$ cat src/design/assert_macros.svh
// Assertion helpers shared by the RTL. Synthesis builds define SYNTH and get empty bodies.
`ifndef ASSERT_MACROS_SVH
`define ASSERT_MACROS_SVH

`ifndef SYNTH

// prop must hold at every clock edge outside reset
`define ASSERT_HOLDS(lbl, clk, rst_n, prop) \
  lbl: assert property (@(posedge clk) disable iff (!rst_n) (prop)) \
    else $error("assertion failed: property does not hold");

// expr must never be true outside reset
`define ASSERT_NEVER(lbl, clk, rst_n, expr) \
  lbl: assert property (@(posedge clk) disable iff (!rst_n) !(expr)) \
    else $error("assertion failed: forbidden condition seen");

`else

`define ASSERT_HOLDS(lbl, clk, rst_n, prop)
`define ASSERT_NEVER(lbl, clk, rst_n, expr)

`endif

`endif

$ cat src/design/cdq_pkg.sv
`timescale 1ns / 1ps

package cdq_pkg;

  localparam int DEPTH    = 16;
  localparam int IDX_W    = $clog2(DEPTH);
  localparam int CNT_W    = $clog2(DEPTH + 1);
  localparam int DATA_W   = 32;
  localparam int KIND_W   = 3;
  localparam int STATUS_W = 2;

  typedef enum logic [KIND_W-1:0] {
    K_PUSH_FRONT = 3'd0,
    K_PUSH_REAR  = 3'd1,
    K_POP_FRONT  = 3'd2,
    K_POP_REAR   = 3'd3,
    K_DUMP       = 3'd4
  } kind_t;

  typedef enum logic [STATUS_W-1:0] {
    ST_OK    = 2'd0,
    ST_FULL  = 2'd1,
    ST_EMPTY = 2'd2
  } status_t;

  typedef enum logic {
    S_IDLE,
    S_DRAIN
  } state_t;

  // Controller -> datapath commands
  typedef struct packed {
    logic    push_front;
    logic    push_rear;
    logic    pop_front;
    logic    pop_rear;
    logic    dump_start;
    logic    load_flag;
    status_t flag_status;
    logic    load_data;
    logic    read_next;
  } cmd_t;

  // Datapath -> controller status
  typedef struct packed {
    logic empty;
    logic full;
    logic drain_last;
    logic out_free;
  } stat_t;

  function automatic logic [IDX_W-1:0] wrap_inc(input logic [IDX_W-1:0] i);
    logic [IDX_W-1:0] r;
    if (i == IDX_W'(DEPTH - 1)) begin
      r = '0;
    end else begin
      r = i + 1'b1;
    end
    return r;
  endfunction

  function automatic logic [IDX_W-1:0] wrap_dec(input logic [IDX_W-1:0] i);
    logic [IDX_W-1:0] r;
    if (i == '0) begin
      r = IDX_W'(DEPTH - 1);
    end else begin
      r = i - 1'b1;
    end
    return r;
  endfunction

endpackage

$ cat src/design/circular_deque.sv
// circular_deque: deque of DEPTH 32-bit words in a ring RAM with registered read.
// Push, refused push and any empty report: result loaded into the output register at accept;
// a new item is taken once it is free. Pop: RAM read, then output register; no new item until
// the word is loaded. Dump of N elements: RAM read, then output register, one word per cycle
// while the output is not stalled, and no new item until the last word. Reset (rst_n low,
// synchronous) empties the deque and drops any pending result; RAM contents are not cleared.
`timescale 1ns / 1ps
`include "assert_macros.svh"

module circular_deque import cdq_pkg::*; (
  input  logic                     clk,
  input  logic                     rst_n,
  input  logic                     in_valid,
  output logic                     in_ready,
  input  logic [KIND_W-1:0]        in_kind,
  input  logic signed [DATA_W-1:0] in_value,
  output logic                     out_valid,
  input  logic                     out_ready,
  output logic [STATUS_W-1:0]      out_status,
  output logic signed [DATA_W-1:0] out_value_out,
  output logic                     out_last
);

  // Command bundle from the controller, status bundle back from the datapath.
  cmd_t  cmd;
  stat_t st;

  // Controller: accepts a transaction when idle and the result register can take a
  // new entry, then walks pops and dumps out of the RAM one word a cycle while that register is free.
  cdq_ctrl u_ctrl (
    .clk      (clk),
    .rst_n    (rst_n),
    .in_valid (in_valid),
    .in_kind  (in_kind),
    .in_ready (in_ready),
    .st       (st),
    .cmd      (cmd)
  );

  // Datapath: head/tail/occupancy, dump pointer, ring RAM and result register.
  cdq_dp u_dp (
    .clk           (clk),
    .rst_n         (rst_n),
    .in_value      (in_value),
    .cmd           (cmd),
    .st            (st),
    .out_valid     (out_valid),
    .out_ready     (out_ready),
    .out_status    (out_status),
    .out_value_out (out_value_out),
    .out_last      (out_last)
  );

  // Push transaction taken while the deque is full, and the single full report it yields.
  logic push_full_acc;
  logic full_report;

  assign push_full_acc = in_valid && in_ready && st.full &&
                         (in_kind == K_PUSH_FRONT || in_kind == K_PUSH_REAR);
  assign full_report   = out_valid && (out_status == ST_FULL) && out_last;

  // Never take a transaction while a stalled result would be overwritten.
  `ASSERT_HOLDS(a_no_overrun, clk, rst_n, in_ready |-> (!out_valid || out_ready))

  // Full and empty are exclusive.
  `ASSERT_NEVER(a_full_empty, clk, rst_n, st.full && st.empty)

  // A push into a full deque reports full on the next cycle as a single result.
  `ASSERT_HOLDS(a_push_full, clk, rst_n, push_full_acc |=> full_report)

endmodule

$ cat src/design/cdq_ram.sv
`timescale 1ns / 1ps

module cdq_ram #(
  parameter int WIDTH = 32,
  parameter int DEPTH = 16
) (
  input  logic                     clk,
  input  logic                     we,
  input  logic [$clog2(DEPTH)-1:0] waddr,
  input  logic [WIDTH-1:0]         wdata,
  input  logic                     re,
  input  logic [$clog2(DEPTH)-1:0] raddr,
  output logic [WIDTH-1:0]         rdata
);

  logic [WIDTH-1:0] mem [DEPTH];
  logic [WIDTH-1:0] rdata_r;

  always_ff @(posedge clk) begin
    if (we) begin
      mem[waddr] <= wdata;
    end
    if (re) begin
      rdata_r <= mem[raddr];
    end
  end

  assign rdata = rdata_r;

endmodule

$ cat src/design/cdq_ctrl.sv
`timescale 1ns / 1ps

module cdq_ctrl import cdq_pkg::*; (
  input  logic              clk,
  input  logic              rst_n,
  input  logic              in_valid,
  input  logic [KIND_W-1:0] in_kind,
  output logic              in_ready,
  input  stat_t             st,
  output cmd_t              cmd
);

  state_t state_r, state_nxt;
  logic   accept;
  kind_t  kind;

  assign kind     = kind_t'(in_kind);
  assign in_ready = (state_r == S_IDLE) && st.out_free;
  assign accept   = in_valid && in_ready;

  always_ff @(posedge clk) begin
    if (!rst_n) begin
      state_r <= S_IDLE;
    end else begin
      state_r <= state_nxt;
    end
  end

  always_comb begin
    state_nxt = state_r;
    case (state_r)
      S_IDLE: begin
        if (accept && !st.empty) begin
          if (kind inside {K_POP_FRONT, K_POP_REAR, K_DUMP}) begin
            state_nxt = S_DRAIN;
          end
        end
      end
      S_DRAIN: begin
        if (st.out_free && st.drain_last) begin
          state_nxt = S_IDLE;
        end
      end
      default: state_nxt = S_IDLE;
    endcase
  end

  always_comb begin
    cmd             = '0;
    cmd.flag_status = ST_OK;
    case (state_r)
      S_IDLE: begin
        if (accept) begin
          case (kind)
            K_PUSH_FRONT, K_PUSH_REAR: begin
              cmd.load_flag = 1'b1;
              if (st.full) begin
                cmd.flag_status = ST_FULL;
              end else begin
                cmd.push_front = (kind == K_PUSH_FRONT);
                cmd.push_rear  = (kind == K_PUSH_REAR);
              end
            end
            K_POP_FRONT, K_POP_REAR, K_DUMP: begin
              if (st.empty) begin
                cmd.load_flag   = 1'b1;
                cmd.flag_status = ST_EMPTY;
              end else begin
                cmd.pop_front  = (kind == K_POP_FRONT);
                cmd.pop_rear   = (kind == K_POP_REAR);
                cmd.dump_start = (kind == K_DUMP);
              end
            end
            default: ;  // unknown kinds are dropped
          endcase
        end
      end
      S_DRAIN: begin
        if (st.out_free) begin
          cmd.load_data = 1'b1;
          cmd.read_next = !st.drain_last;
        end
      end
      default: ;
    endcase
  end

endmodule

$ cat src/design/cdq_dp.sv
`timescale 1ns / 1ps

module cdq_dp import cdq_pkg::*; (
  input  logic                     clk,
  input  logic                     rst_n,
  input  logic signed [DATA_W-1:0] in_value,
  input  cmd_t                     cmd,
  output stat_t                    st,
  output logic                     out_valid,
  input  logic                     out_ready,
  output logic [STATUS_W-1:0]      out_status,
  output logic signed [DATA_W-1:0] out_value_out,
  output logic                     out_last
);

  logic [IDX_W-1:0] head_r, head_nxt;
  logic [IDX_W-1:0] tail_r, tail_nxt;
  logic [CNT_W-1:0] occ_r, occ_nxt;
  logic [IDX_W-1:0] ptr_r, ptr_nxt;
  logic [CNT_W-1:0] left_r, left_nxt;

  logic                     ovalid_r, ovalid_nxt;
  status_t                  ostatus_r, ostatus_nxt;
  logic signed [DATA_W-1:0] ovalue_r, ovalue_nxt;
  logic                     olast_r, olast_nxt;

  logic              ram_we, ram_re;
  logic [IDX_W-1:0]  ram_waddr, ram_raddr;
  logic [DATA_W-1:0] ram_rdata;

  assign st.empty      = (occ_r == '0);
  assign st.full       = (occ_r == CNT_W'(DEPTH));
  assign st.drain_last = (left_r == CNT_W'(1));
  assign st.out_free   = !ovalid_r || out_ready;

  // Index and count bookkeeping
  always_comb begin
    head_nxt  = head_r;
    tail_nxt  = tail_r;
    occ_nxt   = occ_r;
    ptr_nxt   = ptr_r;
    left_nxt  = left_r;
    ram_waddr = '0;
    ram_raddr = ptr_r;

    if (cmd.push_front || cmd.push_rear) begin
      occ_nxt = occ_r + 1'b1;
      if (occ_r == '0) begin
        head_nxt  = '0;
        tail_nxt  = '0;
        ram_waddr = '0;
      end else if (cmd.push_front) begin
        head_nxt  = wrap_dec(head_r);
        ram_waddr = head_nxt;
      end else begin
        tail_nxt  = wrap_inc(tail_r);
        ram_waddr = tail_nxt;
      end
    end

    if (cmd.pop_front || cmd.pop_rear) begin
      occ_nxt  = occ_r - 1'b1;
      left_nxt = CNT_W'(1);
      if (cmd.pop_front) begin
        ram_raddr = head_r;
        head_nxt  = wrap_inc(head_r);
      end else begin
        ram_raddr = tail_r;
        tail_nxt  = wrap_dec(tail_r);
      end
      if (occ_r == CNT_W'(1)) begin
        head_nxt = '0;
        tail_nxt = '0;
      end
    end

    if (cmd.dump_start) begin
      ram_raddr = head_r;
      ptr_nxt   = wrap_inc(head_r);
      left_nxt  = occ_r;
    end

    if (cmd.read_next) begin
      ram_raddr = ptr_r;
      ptr_nxt   = wrap_inc(ptr_r);
      left_nxt  = left_r - 1'b1;
    end
  end

  assign ram_we = cmd.push_front || cmd.push_rear;
  assign ram_re = cmd.pop_front || cmd.pop_rear || cmd.dump_start || cmd.read_next;

  // Output register
  always_comb begin
    ovalid_nxt  = ovalid_r;
    ostatus_nxt = ostatus_r;
    ovalue_nxt  = ovalue_r;
    olast_nxt   = olast_r;
    if (cmd.load_flag) begin
      ovalid_nxt  = 1'b1;
      ostatus_nxt = cmd.flag_status;
      ovalue_nxt  = '0;
      olast_nxt   = 1'b1;
    end else if (cmd.load_data) begin
      ovalid_nxt  = 1'b1;
      ostatus_nxt = ST_OK;
      ovalue_nxt  = signed'(ram_rdata);
      olast_nxt   = st.drain_last;
    end else if (out_ready) begin
      ovalid_nxt = 1'b0;
    end
  end

  always_ff @(posedge clk) begin
    if (!rst_n) begin
      head_r   <= '0;
      tail_r   <= '0;
      occ_r    <= '0;
      ptr_r    <= '0;
      left_r   <= '0;
      ovalid_r <= 1'b0;
    end else begin
      head_r   <= head_nxt;
      tail_r   <= tail_nxt;
      occ_r    <= occ_nxt;
      ptr_r    <= ptr_nxt;
      left_r   <= left_nxt;
      ovalid_r <= ovalid_nxt;
    end
  end

  always_ff @(posedge clk) begin
    ostatus_r <= ostatus_nxt;
    ovalue_r  <= ovalue_nxt;
    olast_r   <= olast_nxt;
  end

  cdq_ram #(
    .WIDTH (DATA_W),
    .DEPTH (DEPTH)
  ) u_ram (
    .clk   (clk),
    .we    (ram_we),
    .waddr (ram_waddr),
    .wdata (in_value),
    .re    (ram_re),
    .raddr (ram_raddr),
    .rdata (ram_rdata)
  );

  assign out_valid     = ovalid_r;
  assign out_status    = ostatus_r;
  assign out_value_out = ovalue_r;
  assign out_last      = olast_r;

endmodule
$ cat config.mk
export PLATFORM = sky130hd
export DESIGN_NAME = circular_deque
export DESIGN_NICKNAME = d
export VERILOG_FILES = /design/src/design/cdq_pkg.sv /design/src/design/circular_deque.sv /design/src/design/cdq_ram.sv /design/src/design/cdq_ctrl.sv /design/src/design/cdq_dp.sv
export VERILOG_INCLUDE_DIRS = /design/src /design/src/design
export SDC_FILE = /design/constraint.sdc
export NUM_CORES = 1
export LEC_CHECK = 0
export BUFFER_PORTS_ARGS = -buffer_cell sky130_fd_sc_hd__buf_2
export CORE_MARGIN = 2
export CORE_UTILIZATION = 40
export CTS_CLUSTER_DIAMETER = 80
export DETAILED_ROUTE_END_ITERATION = 10
export HOLD_SLACK_MARGIN = 0.02
export PLACE_DENSITY = 0.64
export SYNTH_ARGS = -nofsm -noshare
export SYNTH_HDL_FRONTEND = slang
export SYNTH_SLANG_ARGS = --single-unit
$ cat constraint.sdc
create_clock -name clk -period 4.1 [get_ports clk]
set_input_delay 0.615 -clock clk [delete_from_list [all_inputs] [get_ports clk]]
set_output_delay 0.615 -clock clk [all_outputs]
set_load 0.02 [all_outputs]
# Yosys cells after proc, flatten, opt, wreduce, memory -nomap -nowiden
# Memory sizes are Yosys's and may differ from the RTL's. A register that Yosys moved wholly into a read port is not among the register bits.
# Cells that the tools add are included.
# totals
output_inout_bits,37
n_memories,1
latch_bits,0
rom_bits,0
input_bits,39
mem_bits_rw,512
regBits,59
word_cells,107
# op_classes
reduce_logical,24
div_mod_pow,0
mul,0
n_shift,0
n_lt_le_gt_ge,0
eq_ne,10
add_sub_neg,8
bitwise,1
mux,53
# memory_table
name,words,width,rd,rd_ports_with_merged_regs,write_ports,line,rtl
u_dp.u_ram.mem,16,32,1,1,1,cdq_ram.sv:16,logic [WIDTH-1:0] mem [DEPTH];
# op_table
operator,n
4-bit two-way mux,26
5-bit two-way mux,5
8-bit two-way mux,2
"4-bit by 1-bit adder with 4-bit output, second input constant",3
"4-bit == test, second input constant",3
2-bit two-way mux,6
"5-bit by 1-bit == test with 1-bit output, second input constant",2
"5-bit by 1-bit subtractor with 5-bit output, second input constant",2
1-bit two-way mux,9
3-bit two-way mux,3
3-bit nonzero test,3
4-bit logical NOT,2
"4-bit by 1-bit subtractor with 4-bit output, second input constant",2
"3-bit by 2-bit == test with 1-bit output, second input constant",2
3-bit case mux with 2 select lines,1
2-bit nonzero test,3
"5-bit by 1-bit adder with 5-bit output, second input constant",1
"5-bit == test, second input constant",1
5-bit logical NOT,1
1-bit logical OR,5
1-bit logical AND,4
"3-bit by 1-bit == test with 1-bit output, second input constant",1
"3-bit == test, second input constant",1
1-bit logical NOT,3
5 further kinds,5

# Logic depth before layout (Yosys ltp)
# Gate-level depths: netlist of the first run.
# logic_depth
ltp_word,12
mapped_depth,11
ltp_nobuf,9

# Cells and area by module
# A second synthesis of the first run with hierarchy kept.
# unflattened
cells_unflattened,1205
area_unflattened_um2,23316.1
# modules_own_cells
module,area_per_inst_um2,instances,seq_area_each_um2,cells_per_inst
cdq_ram,20155.6,1,16335.7,838
cdq_dp,2980.4,1,1181.1,343
cdq_ctrl,180.2,1,20.0,24

# Least setup slack after synthesis of the first run
# OpenSTA, ideal clock, no wires.
# synth_timing
kind,register to register
from,register u_dp.occ_r[0]
to,"memory u_dp.u_ram.mem[2][0], enable pin"
setup_slack_ps,197
n_path_buf,1
setup_ps,421
path_stages_with_launch,11
required_ps,3679
t_arrival_ps,3482
period_less_slack_ps,3903
path_cell_list,dfxtp_1 > inv_1 > ha_1 > nand4bb_1 > nand4_1 > nor2_1 > clkbuf_1 > nand3_1 > o211ai_1 > nand2_1 > nor2_1
# synth_via
elab_chain_len,8
elab_cells_between_ends,12
classes_between,eq/ne (1); mux (9); reduce/logical (2)
# synth_lines
item,line,rtl
"start, declared",cdq_dp.sv:18,"logic [CNT_W-1:0] occ_r, occ_nxt;"
"start signal, assigned",cdq_dp.sv:125,occ_r <= occ_nxt;
5-bit == test,cdq_dp.sv:32,assign st.full = (occ_r == CNT_W'(DEPTH));
2-bit two-way mux,cdq_ctrl.sv:57,if (st.full) begin
2-bit two-way mux,cdq_ctrl.sv:54,case (kind)
8-bit two-way mux,cdq_ctrl.sv:53,if (accept) begin
8-bit two-way mux,cdq_ctrl.sv:51,case (state_r)
4-bit two-way mux or 1-bit logical OR (tied branches),"cdq_dp.sv:52, cdq_dp.sv:46, cdq_dp.sv:90",
4-bit two-way mux or 1-bit two-way mux (tied branches),"cdq_dp.sv:48, cdq_ram.sv:20",
4-bit two-way mux or 1-bit two-way mux (tied branches),"cdq_dp.sv:46, cdq_ram.sv:21",
"end, declared",cdq_ram.sv:16,
# Parallel ways exist; a longest one is shown, timed or not.

# Worst setup path in the final report of the first run
# layout_timing
from,register u_dp.occ_r[0]
to,"register u_dp.u_ram.rdata_r[4] (netlist: u_dp.u_ram.rdata[4]), read port of u_dp.u_ram.mem, data pin"
# layout_via
elab_chain_len,9
elab_cells_between_ends,12
classes_between,mux (8); reduce/logical (4)
# layout_lines
item,line,rtl
5-bit logical NOT *,cdq_dp.sv:31,assign st.empty = (occ_r == '0);
3-bit two-way mux *,cdq_ctrl.sv:65,if (st.empty) begin
3-bit two-way mux *,cdq_ctrl.sv:54,
8-bit two-way mux *,cdq_ctrl.sv:53,
8-bit two-way mux *,cdq_ctrl.sv:51,
4-bit two-way mux or 1-bit logical OR (tied branches),"cdq_dp.sv:64, cdq_dp.sv:61, cdq_dp.sv:91",
4-bit two-way mux,cdq_dp.sv:61,if (cmd.pop_front || cmd.pop_rear) begin
4-bit two-way mux,cdq_dp.sv:77,if (cmd.dump_start) begin
4-bit two-way mux,cdq_dp.sv:83,if (cmd.read_next) begin
"end, declared",cdq_ram.sv:17,logic [WIDTH-1:0] rdata_r;
# Every way passes the cells marked *; elsewhere a longest branch is shown, timed or not.
# A chain may end at the register's enable or synchronous reset.

==> results.sh, run 1 <==
export IMPL_antenna_found_initial=4
export IMPL_ys_types=54
export IMPL_fillers=4808
export IMPL_ios=76
export IMPL_syn_num_nets=1288
export IMPL_status="finished, final reports clean"
export IMPL_path_cells="inv_1, ha_1, nor4b_4, nor3_2, o21ai_1, a22oi_2, buf_4, buf_4, mux4_2, a22oi_1, nand2_1"
export IMPL_ant_nets=0
export IMPL_tritoncts="built"
export IMPL_fin_setup_tns_ns=0
export IMPL_fin_crit_sh_pct=86.3
export IMPL_cts_buffers=59
export IMPL_start_util_pct=40.4
export IMPL_place_gp_congestion=0.834
export IMPL_place_ws_ns=0.578
export IMPL_synth_top_cell_area_share_pct=70.5
export IMPL_syn_area_per_cell_um2=18.8
export IMPL_drv_slew=0
export IMPL_worstHoldStart="rst_n"
export IMPL_clk_path_buf_depth=3
export IMPL_use_met3_pct=3.65
export IMPL_yosysWarnings=0
export IMPL_swShare_pct=22.2
export IMPL_cts_resized_gates=0
export IMPL_grt_usage_pct=18.1
export IMPL_max_slew_margin_pct=50.9
export IMPL_drc_errors=0
export IMPL_p_int_mw=10.0
export IMPL_skew_ns=0.0308
export IMPL_holdWs_ns=0.320
export IMPL_cap_violations=0
export IMPL_worstMarginPinSlew_ns=0.737
export IMPL_slowest_stage="mux4_2"
export IMPL_dominantRegCellSynth="edfxtp_1"
export IMPL_path_common_cell="buf_4"
export IMPL_cts_sinks=603
export IMPL_path_class="reg2reg"
export IMPL_placementRows=88
export IMPL_critPathMaxFanout=16
export IMPL_vias=12200
export IMPL_grtUsageMet1_pct=25.3
export IMPL_async_flop_share_pct=0
export IMPL_critPathLaunch="u_dp.occ_r[0]"
export IMPL_cts_root_buf="clkbuf_16"
export IMPL_switchingPower_mw=2.86
export IMPL_ys_seq_area_share_pct=75.4
export IMPL_regToRegSetupSlack_ns=0.56
export IMPL_viasPerCell=5.59
export IMPL_cp_start_kind="flop"
export IMPL_hold_violations=0
export IMPL_drt_initial_drc_count=1293
export IMPL_power_mw=12.9
export IMPL_ir_drop_v=0.000350
export IMPL_grt_pass1_vias=12300
export IMPL_p_clk_share_pct=40.2
export IMPL_synth_edf_count=546
export IMPL_worst_path_buf_inv=3
export IMPL_crit_arrival_ns=3.89
export IMPL_crit_required_ns=4.45
export IMPL_leakage_nw=8.63
export IMPL_met2_usage_pct=29.2
export IMPL_hpwlAfterDp_mm=29.3
export IMPL_finalSetupViolations=0
export IMPL_coreArea_um2=57600
export IMPL_rsz0062_at_grt="false"
export IMPL_syn_inst=1238
export IMPL_slowest_delay_ns=0.55
export IMPL_layout_setup_ws_ns=0.560
export IMPL_cts_hold_buf=0
export IMPL_regArea_um2=17500
export IMPL_pwr_share_seq_pct=53.1
export IMPL_clk_pin_slew_ns=0.06
export IMPL_grt_ovfl_total=0
export IMPL_path_delay_family="buffers and inverters"
export IMPL_port_buffers=75
export IMPL_fmax_ghz=0.282
export IMPL_p_comb_share_pct=6.7
export IMPL_multiInputGateArea_um2=5500
export IMPL_powerDensity_nw_per_um2=480
export IMPL_dr_pass1_iters=5
export IMPL_finalWirelength_mm=53.8
export IMPL_cp_end_kind="flop"
export IMPL_area_delta_synth_final_pct=15.5
export IMPL_grt_max_degree=63
export IMPL_syn_area_um2=23300
export IMPL_post_cts_setup_buffer_count=0
export IMPL_postLayoutCellArea_um2=26900
export IMPL_synth_area_top_cells="edfxtp_1, mux4_2, dfxtp_1"
export IMPL_top_usage_layer="met2"
export IMPL_ys_seq_elements=603
export IMPL_r2r_start="u_dp.occ_r[0]"
export IMPL_die_width_um=245
export IMPL_finalCriticalPeriod_ns=3.54
export IMPL_htreeDepth=2
export IMPL_final_nets=1411
export IMPL_drive_above_1_share_pct=26.2
export IMPL_dieArea_um2=60100
export IMPL_hp_class="in2reg"
export IMPL_placed_area_um2=25000
export IMPL_dieHeight_um=245
export IMPL_wl_per_cell_um=24.7
export IMPL_clkLatencyLatePin_ns=0.63
export IMPL_synth_top_area_cell="edfxtp_1"
export IMPL_grt_pass1_wl_mm=80.1
flip-flops by register name (all words and copies together) (netlist names), 2 cells and up:
| register | flops |
|---|---|
| u_dp.u_ram.mem | 512 |
| u_dp.out_value_out | 32 |
| u_dp.u_ram.rdata | 32 |
| u_dp.left_r | 5 |
| u_dp.occ_r | 5 |
| u_dp.head_r | 4 |
| u_dp.ptr_r | 4 |
| u_dp.tail_r | 4 |
| u_dp.out_status | 2 |
final cells by class:
type | count | share of cell area, %
Sequential cell | 603 | 65.3
Tap cell | 765 | 3.56
Clock inverter | 38 | 1.12
Multi-Input combinational cell | 558 | 20.5
Antenna cell | 2 | 0.0186
Timing Repair Buffer | 124 | 3.56
Clock buffer | 71 | 5.78
Inverter | 15 | 0.210
worst reg2reg max path, cell delays in order (launching register included):
cell     delay [ns]
dfxtp_1        0.46
inv_1          0.10
ha_1           0.25
nor4b_4        0.16
nor3_2         0.40
o21ai_1        0.23
a22oi_2        0.22
buf_4          0.26
buf_4          0.37
mux4_2         0.56
a22oi_1        0.21
nand2_1        0.07
per-stage QoR:
stage                     cells  util (%)
final                      2176      46.6
after global routing       2174      46.6
after CTS                  2174      46.6
after detailed placement   2065      43.4
after global placement     2065      43.4
after floorplan            1238         -
cell usage after synthesis, types with 4 or more instances:
cell type	count
a21oi_1	50
dfxtp_1	57
a31oi_1	6
edfxtp_1	546
ha_1	11
nor3_1	7
nand2_1	124
mux4_2	128
nand3_1	14
a22oi_1	67
buf_6	8
xnor2_1	6
o21ai_0	14
nor2_1	56
clkbuf_1	32
nand2b_1	5
nor2b_1	4
buf_4	6
a221oi_1	4
buf_2	16
o221a_2	4
inv_1	15
path summary, 6_finish.rpt:
path,endpoint,depth (start not counted)
max,u_dp.u_ram.rdata[4],11
min,u_dp.occ_r[1],2
max reg2reg,u_dp.u_ram.rdata[4],11
min reg2reg,u_dp.out_value_out[14],2
layer usage:
layer	share of wire, %	routed length [µm]	up-vias
met5	0.069	37	-
met4	1.9	1010	6
met3	6.1	3270	80
met2	48	25800	377
met1	44	23600	6411
li1	-	-	5279
cell families (layout without fill, tap and decap cells):
kind of cell | count (synthesis) | in the layout | synth area share (%)
DFF | 603 | 603 | 75.4
xor gates and xnor gates | 9 | 9 | 0.339
muxes | 131 | 131 | 12.5
AOI/OAI and AO/OA | 177 | 177 | 5.14
buffers and inverters | 77 | 248 | 1.68
other | 0 | 2 | 0
and+or+nand+nor | 230 | 230 | 4.30
adders and majority gates | 11 | 11 | 0.592
cell usage in the layout, fill, tap and decap left out, types with 3 or more instances in the layout:
master,Yosys,layout
nor2_1,56,36
o221a_2,4,3
nand3_1,14,14
ha_1,11,11
a221oi_1,4,4
a21oi_1,50,50
dfxtp_1,57,57
buf_12,0,17
a22oi_1,67,66
inv_1,15,14
nand2_1,124,123
nor2_4,0,20
o221ai_1,3,3
nand2b_1,5,5
clkinvlp_4,0,3
clkinv_2,0,8
buf_2,16,75
o22ai_1,3,3
a31oi_1,6,6
clkinv_1,0,18
nor3_1,7,7
xnor2_1,6,6
edfxtp_1,546,546
clkbuf_8,0,3
a211oi_1,3,3
nor2b_1,4,4
inv_6,0,4
clkbuf_1,32,9
bufinv_16,0,3
o21ai_0,14,14
a41oi_1,3,3
a311oi_1,3,3
buf_4,6,32
clkbuf_16,0,59
xor2_1,3,3
mux4_2,128,128
a32oi_1,3,3
power by group through the flow:
stage	clock network (mW)	logic, mW	registers (mW)
after floorplan	0	0.512	7.01
after global placement	0	0.849	6.98
after detailed placement	0	0.866	6.98
after CTS	5.30	0.868	6.85
after global routing	5.55	0.934	6.85
final	5.19	0.859	6.85
No activity file was read; power rests on OpenSTA's default activity.
==> inputs of run 2 (changes only) <==
CTS_CLUSTER_DIAMETER = 120   (was 80)
REMOVE_ABC_BUFFERS = 1   (was unset)
==> run 2 against run 1 <==
Net effect:
- clock-buffer cell count rose by 15
- critical path depth is the same
- global-route usage decreased by 0.26 points
- via count down 0.79%
- setup slack worse by 0.075 ns
- routed wire length decreased by 0.91%
- design area is 0.73% higher
- combinational power barely moved
- die area unchanged
- final cell count about the same
- critical endpoint is now u_dp.u_ram.rdata[26]
- largest cell class unchanged
==> results.sh, run 2 (synthesized netlist as in run 1, its figures left out) <==
export IMPL_crit_required_ns=4.48
export IMPL_cp_end_kind="flop"
export IMPL_hold_depth=2
export IMPL_powerDensity_nw_per_um2=486
export IMPL_layout_common_cells="edfxtp_1, mux4_2, nand2_1, buf_2, a22oi_1"
export IMPL_grt_pass1_vias=12100
export IMPL_skew_ns=0.0486
export IMPL_fillers=4758
export IMPL_path_delay_family="buffers and inverters"
export IMPL_dpl_cell_count=2055
export IMPL_fin_crit_sh_pct=88.2
export IMPL_cap_violations=0
export IMPL_cts_root_buf="clkbuf_16"
export IMPL_worstMarginPinSlew_ns=0.741
export IMPL_hp_class="in2reg"
export IMPL_clk_pin_slew_ns=0.07
export IMPL_power_mw=13.2
export IMPL_largest_reg_flops=512
export IMPL_hpwlAfterDp_mm=27.3
export IMPL_largest_register="u_dp.u_ram.mem"
export IMPL_dr_pass1_iters=5
export IMPL_final_core_util_pct=47.0
export IMPL_status="finished, final reports clean"
export IMPL_post_cts_setup_buffer_count=0
export IMPL_drv_slew=0
export IMPL_cts_sinks=603
export IMPL_fin_setup_tns_ns=0
export IMPL_slowest_delay_ns=0.55
export IMPL_crit_arrival_ns=4.00
export IMPL_fmax_ghz=0.277
export IMPL_wl_per_cell_um=24.5
export IMPL_finalSetupViolations=0
export IMPL_r2r_cells=11
export IMPL_ant_nets=0
export IMPL_min_to="u_dp.occ_r[2]"
export IMPL_leakage_nw=8.68
export IMPL_slowest_stage="mux4_2"
export IMPL_viasPerCell=5.55
export IMPL_dieHeight_um=245
export IMPL_clkLatencyLatePin_ns=0.64
export IMPL_finalWirelength_mm=53.3
export IMPL_grt_ovfl_total=0
export IMPL_r2r_start="u_dp.occ_r[0]"
export IMPL_ir_drop_v=0.000391
export IMPL_grt_pass1_wl_mm=79.0
export IMPL_postLayoutCellArea_um2=27100
export IMPL_max_slew_margin_pct=50.3
export IMPL_place_ws_ns=0.476
export IMPL_cts_resized_gates=0
export IMPL_worstHoldStart="rst_n"
export IMPL_tritoncts="built"
export IMPL_antenna_found_initial=3
export IMPL_stdcell_count=2174
export IMPL_holdWs_ns=0.291
export IMPL_finalCriticalPeriod_ns=3.61
export IMPL_place_gp_congestion=0.790
export IMPL_cts_hold_buf=0
export IMPL_drt_initial_drc_count=1238
export IMPL_port_buffers=75
export IMPL_layout_commonest_cell="edfxtp_1"
export IMPL_rsz0062_at_grt="false"
export IMPL_final_nets=1403
export IMPL_clk_path_buf_depth=3
export IMPL_grt_max_degree=65
export IMPL_r2r_end="u_dp.u_ram.rdata[26]"
export IMPL_drc_errors=0
export IMPL_vias=12100
export IMPL_htreeDepth=2
export IMPL_placementRows=88
export IMPL_grt_usage_pct=17.8
export IMPL_path_class="reg2reg"
export IMPL_dieArea_um2=60100
export IMPL_die_width_um=245
export IMPL_coreArea_um2=57600
export IMPL_critPathMaxFanout=30
export IMPL_path_cells="inv_1, ha_1, nor4b_4, nor3_2, o21ai_1, a22oi_2, buf_12, buf_4, mux4_2, a22oi_1, nand2_1"
export IMPL_worst_path_buf_inv=3
export IMPL_hold_violations=0
export IMPL_start_util_pct=40.4
export IMPL_layout_setup_ws_ns=0.485
export IMPL_cp_start_kind="flop"
export IMPL_placed_area_um2=25100
export IMPL_regToRegSetupSlack_ns=0.49
export IMPL_cts_buffers=61
export IMPL_ios=76
export IMPL_area_delta_synth_final_pct=16.3
export IMPL_drive_above_1_share_pct=26.1
[run 2: worst reg2reg max path: cells and delay by family, from the launching register on]
kind | cells | cell delay [ns]
AOI/OAI and AO/OA | 3 | 0.73
adders and majority gates | 1 | 0.25
buffers and inverters | 3 | 0.79
DFF | 1 | 0.46
muxes | 1 | 0.56
and+or+nand+nor | 3 | 0.58
[run 2: how the worst max path moves through the flow]
stage                  start                    to  slack [ns]  depth (start not counted)
2_1_floorplan  u_dp.occ_r[0]  u_dp.u_ram.rdata[30]       -9.67                          9
3_3_place_gp   u_dp.occ_r[0]   u_dp.u_ram.rdata[3]        0.51                         11
3_5_place_dp   u_dp.occ_r[0]   u_dp.u_ram.rdata[5]        0.48                         11
4_1_cts        u_dp.occ_r[0]   u_dp.u_ram.rdata[5]        0.45                         11
5_1_grt        u_dp.occ_r[0]   u_dp.u_ram.rdata[3]        0.16                         11
6_report       u_dp.occ_r[0]  u_dp.u_ram.rdata[26]        0.49                         11
[run 2: layer usage]
metal / GRT usage [%] / vias to the layer above / share of wire, %
met1: 24.8 / 6315 / 43
met5: 0 / - / 0.051
met2: 29.2 / 385 / 50
met4: 5.38 / 4 / 2.1
met3: 2.69 / 95 / 5.7
li1: - / 5258 / -
[run 2: final cells by class]
| class | instances | area [µm²] | area share [%] |
|---|---|---|---|
| Antenna cell | 4 | 10.0 | 0.0370 |
| Clock buffer | 86 | 1710 | 6.33 |
| Clock inverter | 29 | 282 | 1.04 |
| Inverter | 15 | 56.3 | 0.208 |
| Multi-Input combinational cell | 558 | 5500 | 20.3 |
| Sequential cell | 603 | 17500 | 64.8 |
| Tap cell | 765 | 957 | 3.54 |
| Timing Repair Buffer | 114 | 1010 | 3.72 |
[run 2: report_power, final]
part / internal (mW) / switching [mW] / leakage (nW)
Sequential: 6.80 / 0.0457 / 5.38
Combinational: 0.343 / 0.514 / 2.34
Clock: 3.11 / 2.34 / 0.961
